### config.mk
export PLATFORM = sky130hd
export DESIGN_NAME = mbd_ctrl
export DESIGN_NICKNAME = d
export VERILOG_FILES = /design/src/sv/mbd_pkg.sv /design/src/sv/mbd_ctrl.sv
export SDC_FILE = /design/constraint.sdc
export NUM_CORES = 1
export LEC_CHECK = 0
export BUFFER_PORTS_ARGS = -buffer_cell sky130_fd_sc_hd__buf_2
export CORE_ASPECT_RATIO = 0.6
export CORE_MARGIN = 4
export CORE_UTILIZATION = 41
export DETAILED_ROUTE_END_ITERATION = 10
export SETUP_SLACK_MARGIN = 0.4
export SLEW_MARGIN = 20
export SYNTH_ARGS = -nofsm -noshare
export SYNTH_HDL_FRONTEND = slang
export SYNTH_SLANG_ARGS = --single-unit
### constraint.sdc
create_clock -name clk -period 4.89 [get_ports clk]
set_input_delay 0.489 -clock clk [delete_from_list [all_inputs] [get_ports clk]]
set_output_delay 0.489 -clock clk [all_outputs]
set_load 0.01 [all_outputs]
### src/sv/mbd_pkg.sv
// Shared types, register indexes and the bytewise halving add for the 2x2 box downsampler.
package mbd_pkg;

    localparam int CHAN_W     = 8;
    localparam int NUM_CHAN   = 4;
    localparam int WIDTH_W    = 12;
    localparam int HEIGHT_W   = 15;
    localparam int ROW_W      = 14;
    localparam int CFG_IDX_W  = 2;
    localparam int CFG_DATA_W = 15;

    localparam logic [HEIGHT_W-1:0] HEIGHT_LIMIT = 15'd16384;

    localparam logic [WIDTH_W-1:0]  WIDTH_RESET  = 12'd2048;
    localparam logic [HEIGHT_W-1:0] HEIGHT_RESET = 15'd2048;
    localparam logic                FOUR_RESET   = 1'b1;

    localparam logic [CFG_IDX_W-1:0] REG_IMAGE_WIDTH   = 2'd0;
    localparam logic [CFG_IDX_W-1:0] REG_IMAGE_HEIGHT  = 2'd1;
    localparam logic [CFG_IDX_W-1:0] REG_FOUR_CHANNELS = 2'd2;

    typedef logic [NUM_CHAN-1:0][CHAN_W-1:0] pix_t;

    // Position flags of one request, handed from the position logic to the filter stage.
    typedef struct packed {
        logic hold;
        logic emit;
        logic row_end;
        logic frame_end;
    } mbd_tag_t;

    function automatic pix_t half_add(input pix_t p, input pix_t q);
        pix_t                r;
        logic [CHAN_W:0]     s;
        r = '0;
        for (int k = 0; k < NUM_CHAN; k++)
        begin
            s    = {1'b0, p[k]} + {1'b0, q[k]};
            r[k] = s[CHAN_W:1];
        end
        return r;
    endfunction

endpackage

### src/sv/mbd_ctrl.sv
// Configuration registers and the source pixel position counters.
module mbd_ctrl #(
    parameter int MAX_WIDTH = 2048,
    parameter int XW        = 11
) (
    input  logic                             clk,
    input  logic                             rst_n,
    input  logic                             cfg_valid,
    input  logic [mbd_pkg::CFG_IDX_W-1:0]    cfg_index,
    input  logic [mbd_pkg::CFG_DATA_W-1:0]   cfg_data,
    input  logic                             in_fire,
    output logic [XW-1:0]                    col,
    output logic                             odd_row,
    output mbd_pkg::mbd_tag_t                tag,
    output logic                             four_channels,
    output logic                             restart
);
    import mbd_pkg::*;

    localparam int MW = $clog2(MAX_WIDTH + 1);
    localparam int EW = (MW > WIDTH_W) ? MW : WIDTH_W;
    localparam logic [EW-1:0] MAX_W = EW'(MAX_WIDTH);

    logic [WIDTH_W-1:0]  width_reg,  width_next;
    logic [HEIGHT_W-1:0] height_reg, height_next;
    logic                four_reg,   four_next;
    logic [XW-1:0]       col_reg,    col_next;
    logic [ROW_W-1:0]    row_reg,    row_next;

    logic [EW-1:0]       eff_w, out_cols, col_ext;
    logic [HEIGHT_W-1:0] eff_h, out_rows, row_ext;

    always_comb
    begin
        restart     = 1'b0;
        width_next  = width_reg;
        height_next = height_reg;
        four_next   = four_reg;
        if (cfg_valid)
        begin
            case (cfg_index)
                REG_IMAGE_WIDTH:
                begin
                    width_next = cfg_data[WIDTH_W-1:0];
                    restart    = 1'b1;
                end
                REG_IMAGE_HEIGHT:
                begin
                    height_next = cfg_data[HEIGHT_W-1:0];
                    restart     = 1'b1;
                end
                REG_FOUR_CHANNELS:
                begin
                    four_next = cfg_data[0];
                    restart   = 1'b1;
                end
                default:
                begin
                    restart = 1'b0;
                end
            endcase
        end
    end

    // Saturate the programmed size and treat zero as one.
    always_comb
    begin
        eff_w = EW'(width_reg);
        if (eff_w > MAX_W)
        begin
            eff_w = MAX_W;
        end
        if (eff_w == '0)
        begin
            eff_w = EW'(1);
        end
        eff_h = height_reg;
        if (eff_h > HEIGHT_LIMIT)
        begin
            eff_h = HEIGHT_LIMIT;
        end
        if (eff_h == '0)
        begin
            eff_h = HEIGHT_W'(1);
        end
    end

    assign out_cols = {eff_w[EW-1:1], 1'b0};
    assign out_rows = {eff_h[HEIGHT_W-1:1], 1'b0};
    assign col_ext  = EW'(col_reg);
    assign row_ext  = HEIGHT_W'(row_reg);

    always_comb
    begin
        tag.hold      = row_reg[0] && (col_ext < out_cols) && !col_reg[0];
        tag.emit      = row_reg[0] && (col_ext < out_cols) && col_reg[0]
                        && (row_ext < out_rows);
        tag.row_end   = (col_ext == out_cols - EW'(1));
        tag.frame_end = tag.row_end && (row_ext == out_rows - HEIGHT_W'(1));
    end

    always_comb
    begin
        col_next = col_reg;
        row_next = row_reg;
        if (restart)
        begin
            col_next = '0;
            row_next = '0;
        end
        else if (in_fire)
        begin
            if (col_ext + EW'(1) >= eff_w)
            begin
                col_next = '0;
                if (row_ext + HEIGHT_W'(1) >= eff_h)
                begin
                    row_next = '0;
                end
                else
                begin
                    row_next = row_reg + ROW_W'(1);
                end
            end
            else
            begin
                col_next = col_reg + XW'(1);
            end
        end
    end

    always_ff @(posedge clk or negedge rst_n)
    begin
        if (!rst_n)
        begin
            width_reg  <= WIDTH_RESET;
            height_reg <= HEIGHT_RESET;
            four_reg   <= FOUR_RESET;
            col_reg    <= '0;
            row_reg    <= '0;
        end
        else
        begin
            width_reg  <= width_next;
            height_reg <= height_next;
            four_reg   <= four_next;
            col_reg    <= col_next;
            row_reg    <= row_next;
        end
    end

    assign col           = col_reg;
    assign odd_row       = row_reg[0];
    assign four_channels = four_reg;

endmodule

==> impl_metrics.toml <==
[place]
routabilityCongestion = 0.901
hpwlAfterDp_mm = 10.3
place.port_buffers = 38

[logic_synthesis]
synth_top_area_frac = 0.264
synth_compound_gate_area_share = 0.201
synth_xor_area_frac = 0.0703
synth-edff-count = 0
syn_area_um2 = 4740
synth_warnings = 0
synth_top_family_by_area = "compound AO/OA/AOI/OAI gates"
synth_mux_area_frac = 0.0771
synthTopCellsByArea = "dfrtp_1 26%, ha_1 14%, mux2_2 6.7%"
synthSimpleGateAreaFrac = 0.188
synthAdderAreaFrac = 0.143
yosysTopAreaCell = "dfrtp_1"
ys_ff_latch = 53
synth_cells = 530
async_flop_share = 1.00
syn_nets = 605
synth_ff_type = "dfrtp_1"
synth_cell_types = 65
avgSynthCellArea_um2 = 8.94
seq_area_frac_synth = 0.281

[sta]
fmax_ghz = 0.256
min_period_ps = 3900
finalClockSkew_ps = 7.21
slew_headroom = 0.287
setup_tns_ps = 0
setup_viol = 0
finalCritPeriodShare = 0.797
finalMaxSlewViolations = 0
hold_violations = 0
rsz0062_at_grt = "no"
worstMarginPinSlew_ps = 1060

[die]
std_cell_rows = 30
dieWidth_um = 147
core_um2 = 11300
io_pins = 39
dieArea_um2 = 13400
initial_utilization = 0.419
fp.dieH_um = 91.3

[setup_path]
crit_chain = "clkinv_1, nand2_1, ha_1, or3b_2, a2111o_1, o211ai_1, o21ai_1, xor2_1, o2111ai_1, nor4b_4, buf_2"
cp-start-kind = "flip-flop"
cp_slowest_stage_delay_ps = 540
path_class = "flip-flop to output port"
cp_num_buf_inv = 2
cp_data_required_time_ps = 4400
crit_family = "simple AND/OR/NAND/NOR gates"
slowest_stage = "or3b_2"
setup.worst_path.end_class = "output port"
crit_fanout = 11
arrival_ps = 3410

[layout]
drive_gt1_frac = 0.173
fin_nets = 622
post-route-util = 0.462
area_delta_synth_final_pct = 10.3
largest_reg_flops = 15
diodes = 0
final_common_cell = "ha_1"
layout_common_cells = "54 x ha_1, 50 x dfrtp_1, 45 x nand2_1, 38 x buf_2"

[global_routing]
grt_antenna_before_repair = 0
gr-total-overflow = 0
grt_max_degree = 54
grt_pass1_wl_mm = 21.5
track_usage = 0.199
first_global_vias = 3862

[clocking]
clock_path_buffers = 2
cts_buffers = 5
post_cts_buffers = 0
hold_buffers = 0
clkTransAtPathRegs_ps = 70
cts_root_buffer = "clkbuf_16"
cts_sinks = 53
tritoncts = "yes"
clock_latency_ps = 290
cts_resized = 0
htreeDepth = 2

[route]
vias = 4179
post-route-drc-count = 0
drt_first_iter_violations = 327
drtAntennaViolNets = 0
wl_per_cell_um = 18.5
viasPerCell = 5.90
wl_mm = 13.1
drt-pass1-iter-count = 5

[job]
drv_cap = 0

[pwr]
power_density_nw_per_um2 = 344
worst_ir_drop_vdd_v = 0.000160
p_leak_nw = 2.35
total_power_mw = 1.80

[status]
outcome = "finished, final reports clean"

[min_path]
hold_path_class = "input pin to async pin"
path summary, 6_finish.rpt:
path                                start              to  slack (ps)  cells past startpoint
max in group asynchronous           rst_n   height_reg[0]        4100                      2
min in group clk             cfg_data[14]  height_reg[14]         420                      2
min reg2reg                       col[10]         col[10]         580                      2
min                                 rst_n          col[4]         310                      2
max reg2reg                  width_reg[5]      row_reg[7]        1200                     15
max                        height_reg[14]          tag[0]         990                     11
where the power goes:
| part | total [mW] | switching, mW | internal (mW) | leakage, nW |
|---|---|---|---|---|
| Sequential | 0.636 | 0.130 | 0.505 | 0.671 |
| Clock | 0.413 | 0.170 | 0.243 | 0.0810 |
| Combinational | 0.748 | 0.417 | 0.331 | 1.60 |
area by class of cell:
cell class / count / area, um^2
Timing Repair Buffer: 47 / 258
Fill cell: 1076 / 6070
Multi-Input combinational cell: 428 / 3220
Clock buffer: 6 / 129
Tap cell: 160 / 200
Sequential cell: 53 / 1330
Clock inverter: 2 / 38.8
Inverter: 12 / 45.0
synth_stat cells (4+ instances only):
library cell and count:
o21a_1 5, o21ai_0 28, nor2_1 28, a22o_1 14, mux2i_1 5, inv_1 11
xnor2_1 21, o21bai_1 5, o221ai_1 4, nor4_1 10, nand4_1 4, clkbuf_1 30
mux2_2 28, xor2_1 17, a211oi_1 10, ha_1 54, a21oi_1 20, a21o_1 7
buf_1 4, nand2_1 45, o31ai_1 6, nand2b_1 10, dfrtp_1 50, nand3_1 20
nor3_1 11, nor2b_1 10, nand3b_1 7, and3_1 5
cell families after synthesis:
| kind of cell | count (synthesis) |
|---|---|
| AO/OA/AOI/OAI | 135 |
| flip-flops | 53 |
| adder cells (fa/ha/maj) | 54 |
| multiplexers | 33 |
| buffers and inverters | 49 |
| AND/OR/NAND/NOR | 168 |
| XOR/XNOR | 38 |
per-layer routing:
layer | up-vias | global-route usage | wire length, um
met1 | 1995 | 0.328 | 7120
met2 | 170 | 0.250 | 4770
li1 | 2012 | - | -
met3 | 2 | 0.0613 | 1190
met5 | - | 0 | 0
met4 | 0 | 0.0250 | 35
metrics by stage:
stage / worst slack, ps / hold WS, ps / instance area [um^2] / instances
6_report: 990 / 314 / 5220 / 708
2_1_floorplan: 1530 / 193 / 4740 / 530
4_1_cts: 1010 / 344 / 5220 / 708
5_1_grt: 820 / 363 / 5220 / 708
3_3_place_gp: 1270 / 531 / 5060 / 700
3_5_place_dp: 1250 / 558 / 5060 / 700
worst reg2reg max path, stage by stage (launching register included):
cell and delay, ps:
dfrtp_1 470, or4_1 670, nor2_1 320, a21oi_1 110
nor2_1 100, ha_1 220, nand2b_1 140, a211oi_1 290
o31a_1 200, o21ai_0 90, buf_4 180, o21ai_1 80
buf_4 220, nor2_1 90, buf_4 170, a22o_1 230
(Power assumes the default switching activity.)
