### config.mk
export PLATFORM = sky130hd
export DESIGN_NAME = mbd_filter
export DESIGN_NICKNAME = d
export VERILOG_FILES = /design/src/sv/mbd_pkg.sv /design/src/sv/mbd_filter.sv
export SDC_FILE = /design/constraint.sdc
export NUM_CORES = 1
export LEC_CHECK = 0
export BUFFER_PORTS_ARGS = -buffer_cell sky130_fd_sc_hd__buf_2
export CAP_MARGIN = 40
export CORE_MARGIN = 2
export CORE_UTILIZATION = 60
export CTS_CLUSTER_DIAMETER = 200
export DETAILED_ROUTE_END_ITERATION = 10
export PLACE_DENSITY = 0.85
export SYNTH_ARGS = -nofsm -noshare
export SYNTH_HDL_FRONTEND = slang
export SYNTH_SLANG_ARGS = --single-unit
### constraint.sdc
create_clock -name clk -period 5.1 [get_ports clk]
set_input_delay 0 -clock clk [delete_from_list [all_inputs] [get_ports clk]]
set_output_delay 0 -clock clk [all_outputs]
set_load 0.02 [all_outputs]
### src/sv/mbd_pkg.sv
// Shared types, register indexes and the bytewise halving add for the 2x2 box downsampler.
package mbd_pkg;

    localparam int CHAN_W     = 8;
    localparam int NUM_CHAN   = 4;
    localparam int WIDTH_W    = 12;
    localparam int HEIGHT_W   = 15;
    localparam int ROW_W      = 14;
    localparam int CFG_IDX_W  = 2;
    localparam int CFG_DATA_W = 15;

    localparam logic [HEIGHT_W-1:0] HEIGHT_LIMIT = 15'd16384;

    localparam logic [WIDTH_W-1:0]  WIDTH_RESET  = 12'd2048;
    localparam logic [HEIGHT_W-1:0] HEIGHT_RESET = 15'd2048;
    localparam logic                FOUR_RESET   = 1'b1;

    localparam logic [CFG_IDX_W-1:0] REG_IMAGE_WIDTH   = 2'd0;
    localparam logic [CFG_IDX_W-1:0] REG_IMAGE_HEIGHT  = 2'd1;
    localparam logic [CFG_IDX_W-1:0] REG_FOUR_CHANNELS = 2'd2;

    typedef logic [NUM_CHAN-1:0][CHAN_W-1:0] pix_t;

    // Position flags of one request, handed from the position logic to the filter stage.
    typedef struct packed {
        logic hold;
        logic emit;
        logic row_end;
        logic frame_end;
    } mbd_tag_t;

    function automatic pix_t half_add(input pix_t p, input pix_t q);
        pix_t                r;
        logic [CHAN_W:0]     s;
        r = '0;
        for (int k = 0; k < NUM_CHAN; k++)
        begin
            s    = {1'b0, p[k]} + {1'b0, q[k]};
            r[k] = s[CHAN_W:1];
        end
        return r;
    endfunction

endpackage

### src/sv/mbd_filter.sv
// Vertical and horizontal halving adds, held even-column average and the output register.
module mbd_filter (
    input  logic                      clk,
    input  logic                      rst_n,
    input  logic                      in_fire,
    input  mbd_pkg::mbd_tag_t         tag,
    input  mbd_pkg::pix_t             pix,
    input  mbd_pkg::pix_t             above,
    input  logic                      four_channels,
    input  logic                      clear_held,
    input  logic                      out_ready,
    output logic                      in_ready,
    output logic                      out_valid,
    output mbd_pkg::pix_t             out_pix,
    output logic                      row_end,
    output logic                      frame_end
);
    import mbd_pkg::*;

    logic     s1_valid_reg, s1_valid_next;
    mbd_tag_t s1_tag_reg;
    pix_t     s1_pix_reg;
    pix_t     held_reg;
    logic     out_valid_reg, out_valid_next;
    pix_t     out_pix_reg;
    logic     row_end_reg, frame_end_reg;

    logic     s1_adv;
    pix_t     vert, result;

    // The stage stalls only when it carries an output and the output register is stuck.
    assign s1_adv   = s1_valid_reg && (!s1_tag_reg.emit || !out_valid_reg || out_ready);
    assign in_ready = !s1_valid_reg || s1_adv;

    assign vert   = half_add(above, s1_pix_reg);
    assign result = half_add(held_reg, vert);

    always_comb
    begin
        s1_valid_next = s1_valid_reg;
        if (in_fire)
        begin
            s1_valid_next = 1'b1;
        end
        else if (s1_adv)
        begin
            s1_valid_next = 1'b0;
        end
        out_valid_next = out_valid_reg;
        if (s1_adv && s1_tag_reg.emit)
        begin
            out_valid_next = 1'b1;
        end
        else if (out_ready)
        begin
            out_valid_next = 1'b0;
        end
    end

    always_ff @(posedge clk or negedge rst_n)
    begin
        if (!rst_n)
        begin
            s1_valid_reg  <= 1'b0;
            out_valid_reg <= 1'b0;
            held_reg      <= '0;
        end
        else
        begin
            s1_valid_reg  <= s1_valid_next;
            out_valid_reg <= out_valid_next;
            if (clear_held)
            begin
                held_reg <= '0;
            end
            else if (s1_adv && s1_tag_reg.hold)
            begin
                held_reg <= vert;
            end
        end
    end

    always_ff @(posedge clk)
    begin
        if (in_fire)
        begin
            s1_tag_reg <= tag;
            s1_pix_reg <= pix;
        end
        if (s1_adv && s1_tag_reg.emit)
        begin
            out_pix_reg[2:0] <= result[2:0];
            out_pix_reg[3]   <= four_channels ? result[3] : '0;
            row_end_reg      <= s1_tag_reg.row_end;
            frame_end_reg    <= s1_tag_reg.frame_end;
        end
    end

    assign out_valid = out_valid_reg;
    assign out_pix   = out_pix_reg;
    assign row_end   = row_end_reg;
    assign frame_end = frame_end_reg;

endmodule

==> run summary, run 1 <==
worst path cell trace -> nand2_1 > fa_1 > nand2b_1 > a21oi_1 > a211oi_2 > xnor2_1 > ha_1 > nand2_1 > o21ai_0 > a211o_1 > a21oi_1 > xnor2_1
Critical-path top delay cell -> fa_1
vias in the first global route -> 4630
Area contributors post-synth -> edfxtp_1 35%, dfrtp_1 14%, ha_1 12%
Worst Skew -> 9.39 ps
Area growth syn-to-layout -> 21.5%
Setup TNS -> 0 ps
CTS Sinks -> 104
leakage power -> 3.28 nW
worst path buffer plus inverter count -> 0
n_diodes -> 0
Syn Inst Count -> 524
Clock Latency Late Sink -> 370 ps
GR Overflow Total -> 0
Post-route DRC -> 0
RD Place Congestion -> 0.913
Synthesis Warnings -> 0
Die Height -> 104 um
largest net degree at the start of global routing -> 50
Max Transition Viols Final -> 0
CP max FO -> 4
Post-CTS Resized -> 0
Seq/Total Area, Yosys -> 0.489
FMAX -> 333 MHz
cell row count -> 36
Port Buf Inserts -> 109
Setup CP Type -> reg2reg
fin nets -> 812
min setup slack post-route -> 2100 ps
core area -> 9770 um2
# H-tree levels -> 3
CP max stage delay -> 430 ps
top-count cell post-synth -> edfxtp_1
ys async rst share -> 0.327
pre-CTS setup slack -> 2180 ps
CTS tree -> done
share of cells above drive strength 1 -> 0.214
clock transition at the registers of the reported paths -> 100 ps
total power -> 2.38 mW
Distinct cells, synth -> 42
worst relative slew slack -> 0.433
Routed Wire Length -> 13500 um
Finished Core Util -> 0.750
Post-synth top flop -> edfxtp_1
Avg Cell Area, Syn -> 11.5 um2
Synth top cells by count -> 70 x edfxtp_1, 57 x ha_1, 45 x a21oi_1, 45 x nand2_1, 34 x dfrtp_1
Final Non-Filler Cells -> 811
via count -> 4587
DRT Pass-1 Iters -> 5
DR vias/cell -> 5.66
Worst-Margin Slew -> 851 ps
design area -> 7330 um2
Worst EP arrival -> 3130 ps
global-route wire length before repair -> 22100 um
Ports -> 110
Die Wd -> 104 um
drt wl/cell -> 16.6 um
Filler Cell Count -> 641
GRT Overall Usage -> 0.258
area occupied by multi-input gates -> 2950 um2
post-synthesis cell area -> 6030 um2
initial antenna violation count -> 0
status -> finished clean
Max Root-Sink Buffers -> 2
HP Class -> in2reg
Final Critical Period -> 3000 ps
Hold Vio Cnt, Final -> 0
number of routed nets with antenna violations -> 0
cts hold-fix bufs -> 38
crit path launch type -> flip-flop
CTS Buf Count -> 9
required time worst endpoint -> 5220 ps
Power Density -> 325 nW/um2
Final Cycle Share -> 0.589
Syn Nets -> 663
Setup Viol. Count Final -> 0
initial core utilization -> 0.617
Worst VDD drop -> 205 uV
Root Driver -> clkbuf_8
Placed Instances -> 757
crit-path leading delay family -> compound AO/OA/AOI/OAI gates
top cell type's share of synthesized area -> 0.348
die footprint -> 10900 um2
drt initial violations -> 274
post-synthesis register bit count -> 104
number of flops mapped to enable cells by yosys -> 70
hold slack -> 23.4 ps
Reg area -> 2950 um2
DP HPWL -> 8980 um
RSZ-0062 raised after global routing -> no
total of max-cap violations -> 0
# Post-CTS Setup Buffers -> 0
CP endpoint kind -> flip-flop
placement-stage cell area -> 6740 um2
most area-hungry cell type in the Yosys netlist -> edfxtp_1
-- cell families (layout without fill, tap and decap cells) --
logic type	Yosys count	count (layout)	synth area share
AO/OA/AOI/OAI	128	128	0.147
adder cells (fa/ha/maj)	65	65	0.145
buffers and inverters	35	189	0.0230
AND/OR/NAND/NOR	150	150	0.134
flip-flops	104	104	0.489
XOR/XNOR	42	42	0.0610
-- per-layer routing --
layer,track usage,wire length [um],part of all wire
met2,0.421,6420,0.48
met4,0.116,377,0.028
met1,0.347,5930,0.44
met5,0,0,0
met3,0.0307,734,0.055
-- power by group --
part / switching, mW / internal (mW)
Clock: 0.284 / 0.271
Combinational: 0.445 / 0.331
Sequential: 0.0318 / 1.02
-- worst reg2reg max path: cells and delay by family, from the launching register on --
family | cells | cell delay, ps
AO/OA/AOI/OAI | 5 | 790
AND/OR/NAND/NOR | 3 | 430
XOR/XNOR | 2 | 410
flip-flops | 1 | 350
adder cells (fa/ha/maj) | 2 | 770
-- path summary, 6_finish.rpt --
check | cells past startpoint | slack, ps | startpoint | endpoint
max | 12 | 2100 | s1_pix_reg[0]$_DFFE_PP_ | out_pix[6]$_DFFE_PP_
min reg2reg | 0 | 430 | s1_tag_reg[1]$_DFFE_PP_ | row_end$_DFFE_PP_
max in group asynchronous | 2 | 4300 | rst_n | held_reg[24]$_DFFE_PN0P_
min in group asynchronous | 2 | 270 | rst_n | s1_valid_reg$_DFFE_PN0P_
min | 2 | 20 | four_channels | out_pix[24]$_SDFFCE_PN0P_
max reg2reg | 12 | 2100 | s1_pix_reg[0]$_DFFE_PP_ | out_pix[6]$_DFFE_PP_
-- area by class of cell --
cell class / instances / area share
repair buffers: 150 / 0.131
clock inverters: 4 / 0.00666
multi-input cells: 385 / 0.402
inverters: 23 / 0.0118
clock buffers: 12 / 0.0227
well taps: 133 / 0.0227
flip-flops and latches: 104 / 0.403
-- placed cells by master (no fill, tap or decap), types with 8 or more instances in the layout --
| master | count |
|---|---|
| nand3b_1 | 9 |
| clkbuf_8 | 10 |
| nor2b_1 | 9 |
| a21oi_1 | 45 |
| ha_1 | 57 |
| a21o_1 | 16 |
| nor3b_1 | 10 |
| nand3_1 | 8 |
| edfxtp_1 | 70 |
| fa_1 | 8 |
| inv_1 | 23 |
| nand2b_1 | 15 |
| nand2_1 | 45 |
| o211ai_1 | 8 |
| o21ai_1 | 8 |
| xnor2_1 | 31 |
| buf_2 | 109 |
| nor3_1 | 9 |
| xor2_1 | 11 |
| o21ai_0 | 9 |
| dfrtp_1 | 34 |
| nor2_1 | 19 |
| dlygate4sd3_1 | 38 |
Note: power is estimated with default switching activity, not from simulation.
==> run 2, diff against run 1 <==
--- a/config.mk
+++ b/config.mk
@@ -8,10 +8,10 @@
 export BUFFER_PORTS_ARGS = -buffer_cell sky130_fd_sc_hd__buf_2
 export CAP_MARGIN = 40
 export CORE_MARGIN = 2
-export CORE_UTILIZATION = 60
+export CORE_UTILIZATION = 56
 export CTS_CLUSTER_DIAMETER = 200
 export DETAILED_ROUTE_END_ITERATION = 10
-export PLACE_DENSITY = 0.85
+export PLACE_DENSITY = 0.8
 export SYNTH_ARGS = -nofsm -noshare
 export SYNTH_HDL_FRONTEND = slang
 export SYNTH_SLANG_ARGS = --single-unit
==> constraint.sdc (replaced) <==
create_clock -name clk -period 2.83 [get_ports clk]
set_input_delay 0 -clock clk [delete_from_list [all_inputs] [get_ports clk]]
set_output_delay 0 -clock clk [all_outputs]
set_load 0.02 [all_outputs]
==> run summary, run 2 (synthesized netlist as in run 1, its figures left out) <==
status -> finished clean
crit path launch type -> flip-flop
Reg2Reg Depth -> 11 (-1)
Worst Skew -> 13.0 ps (+3.60 ps)
CP max FO -> 3 (-1)
Hold Vio Cnt, Final -> 0 (unchanged)
Max Transition Viols Final -> 0 (unchanged)
FMAX -> 365 MHz (+9.6%)
DR vias/cell -> 5.55 (-1.9%)
r2r endpoint -> out_pix[15]$_DFFE_PP_
R2R setup slack -> 90 ps (-2010 ps)
vias in the first global route -> 4488 (-3.1%)
RD Place Congestion -> 0.927 (+1.5%)
CTS Sinks -> 104 (unchanged)
Worst EP arrival -> 2950 ps (-180 ps)
DP HPWL -> 8950 um (-0.38%)
worst setup path end -> out_pix[15]$_DFFE_PP_
Routed Wire Length -> 13400 um (-0.45%)
P_sw -> 1.44 mW (+89%)
commonest non-fill, non-tap cell in the layout -> buf_2
Final Critical Period -> 2740 ps (-262 ps)
reg-to-reg critical path startpoint -> s1_pix_reg[9]$_DFFE_PP_
Ports -> 110 (unchanged)
GRT Overall Usage -> 0.230 (-0.0277)
clock share of power -> 0.224 (-0.009)
required time worst endpoint -> 3040 ps (-2180 ps)
fin nets -> 825 (+1.6%)
Worst VDD drop -> 353 uV (+72%)
initial core utilization -> 0.582 (-0.0355)
Finished Core Util -> 0.745 (-0.00519)
Clock Latency Late Sink -> 380 ps (about the same)
Die Wd -> 108 um (+3.4%)
Setup CP Type -> reg2reg
largest net degree at the start of global routing -> 50 (unchanged)
Logic pwr share -> 0.353 (+0.027)
# H-tree levels -> 3 (unchanged)
number of routed nets with antenna violations -> 0 (unchanged)
Power Density -> 580 nW/um2 (+79%)
Root Driver -> clkbuf_8
Die Height -> 108 um (+3.4%)
CTS Buf Count -> 9 (unchanged)
Setup Viol. Count Final -> 0 (unchanged)
Final Cycle Share -> 0.969 (+0.380)
power share of the sequential group -> 0.423 (-0.018)
cell row count -> 37 (+2.8%)
CTS tree -> done
DRT Pass-1 Iters -> 5 (unchanged)
Port Buf Inserts -> 109 (unchanged)
HP Class -> in2reg
leakage power -> 3.40 nW (+3.6%)
RSZ-0062 raised after global routing -> yes
die footprint -> 11600 um2 (+6.9%)
worst relative slew slack -> 0.464 (+0.0308)
Setup TNS -> 0 ps (unchanged)
share of cells above drive strength 1 -> 0.285 (+0.0712)
GR Overflow Total -> 0 (unchanged)
most frequent cells in the layout -> 109 x buf_2, 70 x edfxtp_1, 49 x ha_1
Critical path origin -> s1_pix_reg[9]$_DFFE_PP_
drt wl/cell -> 16.2 um (-2.4%)
global-route wire length before repair -> 20900 um (-5.6%)
Area growth syn-to-layout -> 28.0%
Int Pwr -> 3.04 mW (+88%)
total of max-cap violations -> 0 (unchanged)
switch share -> 0.321 (+0.00182)
n_diodes -> 0 (unchanged)
clock transition at the registers of the reported paths -> 90 ps (about the same)
CP endpoint kind -> flip-flop
Worst-Margin Slew -> 804 ps (-46.2 ps)
Max Root-Sink Buffers -> 2 (unchanged)
core area -> 10400 um2 (+6.1%)
via count -> 4589 (+0.044%)
total power -> 4.48 mW (+88%)
drt initial violations -> 282 (+2.9%)
initial antenna violation count -> 0 (unchanged)
Post-route DRC -> 0 (unchanged)
[run 2: cell count changes in the layout (fill, tap and decap cells not counted), moves of 6 or more]
cell | before | now
a21oi_1 | 45 | 34
a21oi_2 | 0 | 11
buf_4 | 2 | 15
ha_1 | 57 | 49
xnor2_1 | 31 | 25
xnor2_2 | 0 | 6
[run 2: worst min path at each step]
stage | start | endpoint | cells past startpoint
after floorplan | rst_n | held_reg[0]$_DFFE_PN0P_ | 0
after global placement | rst_n | held_reg[30]$_DFFE_PN0P_ | 1
after detailed placement | rst_n | s1_valid_reg$_DFFE_PN0P_ | 1
after CTS | four_channels | out_pix[24]$_SDFFCE_PN0P_ | 2
after global routing | four_channels | out_pix[26]$_SDFFCE_PN0P_ | 2
final | four_channels | out_pix[24]$_SDFFCE_PN0P_ | 2
[run 2: repair_timing]
action                                  4_1_cts  5_1_grt
hold buffers                                 38        0
hold endpoints to repair                     72        0
endpoints found under the setup margin        1       15
resized for setup                             2       50
buffers inserted                              1        6
pin swaps                                     1       18
gates cloned                                  0        0
[run 2: cell type report]
type	instances	area (um2)
Tap cell	136	170
Multi-Input combinational cell	385	3240
Clock inverter	3	47.5
Fill cell	676	2650
Timing Repair Buffer	163	1060
Clock buffer	13	170
Sequential cell	104	2950
Inverter	23	86.3
[run 2: critical path: stages (launching register included)]
cell and delay, ps:
edfxtp_1 390, inv_1 90, fa_2 390, xnor2_1 220, buf_4 170, inv_1 50, fa_1 440, nor2b_1 150
o21ai_1 100, a21oi_1 190, and3b_1 200, nor3_1 200
[run 2: stage by stage]
step	hold slack, ps	instances	area (um2)	worst slack (ps)
3_3_place_gp	123	766	6780	73.5
3_5_place_dp	127	766	6780	-60.0
5_1_grt	80.9	827	7720	-38.7
4_1_cts	31.7	821	7410	11.2
2_1_floorplan	-296	524	6030	217
6_report	41.8	827	7720	88.3
[run 2: metal layers]
metal	wire [um]	vias up	track usage
met5	0	-	0
met4	249	0	0.0833
met3	710	26	0.0285
met2	6390	160	0.358
met1	6050	2165	0.333
li1	-	2238	-
[run 2: power groups by stage]
stage | Combinational [mW] | Clock, mW | Sequential, mW
3_3_place_gp | 1.30 | 0 | 1.92
6_report | 1.58 | 1.00 | 1.90
3_5_place_dp | 1.35 | 0 | 1.93
5_1_grt | 1.74 | 1.08 | 1.91
2_1_floorplan | 0.888 | 0 | 2.00
4_1_cts | 1.41 | 1.00 | 1.89
==> run 3, diff against run 2 <==
--- a/config.mk
+++ b/config.mk
@@ -5,13 +5,15 @@
 export SDC_FILE = /design/constraint.sdc
 export NUM_CORES = 1
 export LEC_CHECK = 0
+export ABC_AREA = 1
 export BUFFER_PORTS_ARGS = -buffer_cell sky130_fd_sc_hd__buf_2
 export CAP_MARGIN = 40
 export CORE_MARGIN = 2
-export CORE_UTILIZATION = 56
+export CORE_UTILIZATION = 57
+export CTS_BUF_LIST = sky130_fd_sc_hd__clkbuf_16
 export CTS_CLUSTER_DIAMETER = 200
 export DETAILED_ROUTE_END_ITERATION = 10
-export PLACE_DENSITY = 0.8
+export PLACE_DENSITY = 0.9
 export SYNTH_ARGS = -nofsm -noshare
 export SYNTH_HDL_FRONTEND = slang
 export SYNTH_SLANG_ARGS = --single-unit
==> run summary, run 3 <==
status -> finished clean
Finished Core Util -> 0.708 (-0.0367)
Worst Skew -> 6.73 ps (-6.26 ps)
CP max FO -> 5 (+2)
DRT Pass-1 Iters -> 5 (unchanged)
clock transition at the registers of the reported paths -> 70 ps (-20 ps)
drt initial violations -> 230 (-18%)
cell row count -> 38 (+2.7%)
Die Height -> 109 um (+0.84%)
drt wl/cell -> 13.5 um (-17%)
DP HPWL -> 9430 um (+5.4%)
Placed Instances -> 942 (+23%)
Setup CP Type -> reg2reg
via count -> 5086 (+11%)
GR Overflow Total -> 0 (unchanged)
Synth top cells by count -> 225 x nand2_1, 105 x inv_1, 70 x edfxtp_1
Post-route DRC -> 0 (unchanged)
worst path cell trace -> ha_1 > nand2_1 > inv_1 > a21oi_1 > nand3_1 > and2_1 > ha_1 > a21o_1 > nor2_1 > nand3_1 > nand2_1 > nor2_1
most area-hungry cell type in the Yosys netlist -> edfxtp_1
top cell type's share of synthesized area -> 0.336 (-0.0120)
required time worst endpoint -> 2930 ps (-110 ps)
top-count cell post-synth -> nand2_1
design area -> 7610 um2 (-1.5%)
worst relative slew slack -> 0.444 (-0.0194)
total power -> 4.45 mW (-0.68%)
RSZ-0062 raised after global routing -> no
Post-synth top flop -> edfxtp_1
Root Driver -> clkbuf_16
fin nets -> 990 (+20%)
share of cells above drive strength 1 -> 0.161 (-0.124)
number of flops mapped to enable cells by yosys -> 70 (unchanged)
Max Transition Viols Final -> 0 (unchanged)
Area contributors post-synth -> edfxtp_1 34%, dfrtp_1 14%, nand2_1 14%
initial antenna violation count -> 0 (unchanged)
number of routed nets with antenna violations -> 0 (unchanged)
DR vias/cell -> 5.11 (-8.0%)
hold slack -> 19.0 ps (-22.8 ps)
Syn Nets -> 834 (+26%)
post-synthesis cell area -> 6250 um2 (+3.6%)
Worst VDD drop -> 355 uV (+0.36%)
vias in the first global route -> 5164 (+15%)
Clock Latency Late Sink -> 340 ps (-40 ps)
Die Wd -> 109 um (+0.84%)
placement-stage cell area -> 6950 um2 (+2.4%)
die footprint -> 11800 um2 (+1.7%)
crit path launch type -> flip-flop
post-synthesis register bit count -> 104 (unchanged)
crit-path leading delay family -> simple AND/OR/NAND/NOR gates
Synthesis Warnings -> 0 (unchanged)
Distinct cells, synth -> 29 (-31%)
Worst-Margin Slew -> 833 ps (+29.0 ps)
Syn Inst Count -> 695 (+33%)
n_diodes -> 0 (unchanged)
total of max-cap violations -> 0 (unchanged)
CP endpoint kind -> flip-flop
Avg Cell Area, Syn -> 8.99 um2 (-22%)
initial core utilization -> 0.582 (about the same)
largest net degree at the start of global routing -> 38 (-24%)
Max Root-Sink Buffers -> 2 (unchanged)
CP max stage delay -> 380 ps (-60 ps)
HP Class -> in2reg
pre-CTS setup slack -> 327 ps (+387 ps)
CTS Sinks -> 104 (unchanged)
Power Density -> 585 nW/um2 (+0.83%)
FMAX -> 392 MHz (+7.5%)
Post-CTS Resized -> 0 (-2)
Final Critical Period -> 2550 ps (-191 ps)
leakage power -> 4.02 nW (+18%)
Seq/Total Area, Yosys -> 0.473 (-0.0169)
global-route wire length before repair -> 22300 um (+6.6%)
Setup Viol. Count Final -> 0 (unchanged)
CTS tree -> done
most frequent cells in the layout -> 225 x nand2_1, 109 x buf_2, 106 x inv_1
worst path buffer plus inverter count -> 1 (-2)
Ports -> 110 (unchanged)
Final Non-Filler Cells -> 996 (+20%)
Worst EP arrival -> 2650 ps (-300 ps)
Area growth syn-to-layout -> 21.8%
min setup slack post-route -> 280 ps (+191 ps)
Hold Vio Cnt, Final -> 0 (unchanged)
RD Place Congestion -> 0.881 (-5.0%)
Critical-path top delay cell -> edfxtp_1
CTS Buf Count -> 9 (unchanged)
# H-tree levels -> 3 (unchanged)
Port Buf Inserts -> 109 (unchanged)
Setup TNS -> 0 ps (unchanged)
Routed Wire Length -> 13500 um (+0.56%)
Final Cycle Share -> 0.901 (-0.0676)
core area -> 10700 um2 (+3.6%)
GRT Overall Usage -> 0.243 (+0.0129)
commonest non-fill, non-tap cell in the layout -> nand2_1
ys async rst share -> 0.327 (unchanged)
## run 3: changes by cell type after synthesis, sizes merged, moves of 14 or more
cell    change
a21o       -15
and2       +14
inv        +83
nand2     +191
nand2b     -14
nand3      +34
xnor2      -21
## run 3: report_power, final
group          internal [mW]  leakage (nW)  switching [mW]
Combinational          0.533          2.75           0.824
Clock                  0.670         0.141           0.529
Sequential              1.83          1.13          0.0612
Total                   3.04          4.02            1.41
## run 3: final timing paths
check,startpoint,endpoint,slack (ps),cells past startpoint
min reg2reg,s1_tag_reg[0]$_DFFE_PP_,frame_end$_DFFE_PP_,430,0
max in group asynchronous,rst_n,held_reg[21]$_DFFE_PN0P_,2230,3
max reg2reg,s1_pix_reg[29]$_DFFE_PP_,out_pix[30]$_SDFFCE_PN0P_,280,12
min in group asynchronous,rst_n,held_reg[7]$_DFFE_PN0P_,130,2
min,clear_held,held_reg[7]$_DFFE_PN0P_,20,4
max,s1_pix_reg[29]$_DFFE_PP_,out_pix[30]$_SDFFCE_PN0P_,280,12
## run 3: worst reg2reg max path: stages (launching register included)
cell,delay [ps]
edfxtp_1,380
ha_1,360
nand2_1,120
inv_1,50
a21oi_1,220
nand3_1,130
and2_1,170
ha_1,320
a21o_1,200
nor2_1,150
nand3_1,100
nand2_1,70
nor2_1,40
## run 3: logic make-up (layout without fill, tap and decap cells)
family,Yosys count,after routing,share of synthesized area
AO/OA/AOI/OAI,65,65,0.0555
AND/OR/NAND/NOR,324,324,0.222
flip-flops,104,104,0.473
adder cells (fa/ha/maj),65,65,0.140
buffers and inverters,111,272,0.0741
XOR/XNOR,26,26,0.0364
## run 3: final cells by class
type                            instances  area, um2
Tap cell                              140        175
Sequential cell                       104       2950
Fill cell                             809       3140
Clock buffer                            9        225
Timing Repair Buffer                  150        968
Inverter                              106        400
Clock inverter                          7       53.8
Multi-Input combinational cell        480       2830
## run 3: metal layers
layer,share of wire,up-vias,track usage
met5,0,-,0
met3,0.043,38,0.0389
met2,0.53,147,0.446
li1,-,2560,-
met1,0.40,2341,0.274
met4,0.032,0,0.115
## run 3: what timing repair did
action	4_1_cts	5_1_grt
buffers inserted	0	0
hold endpoints to repair	72	0
hold buffers	38	0
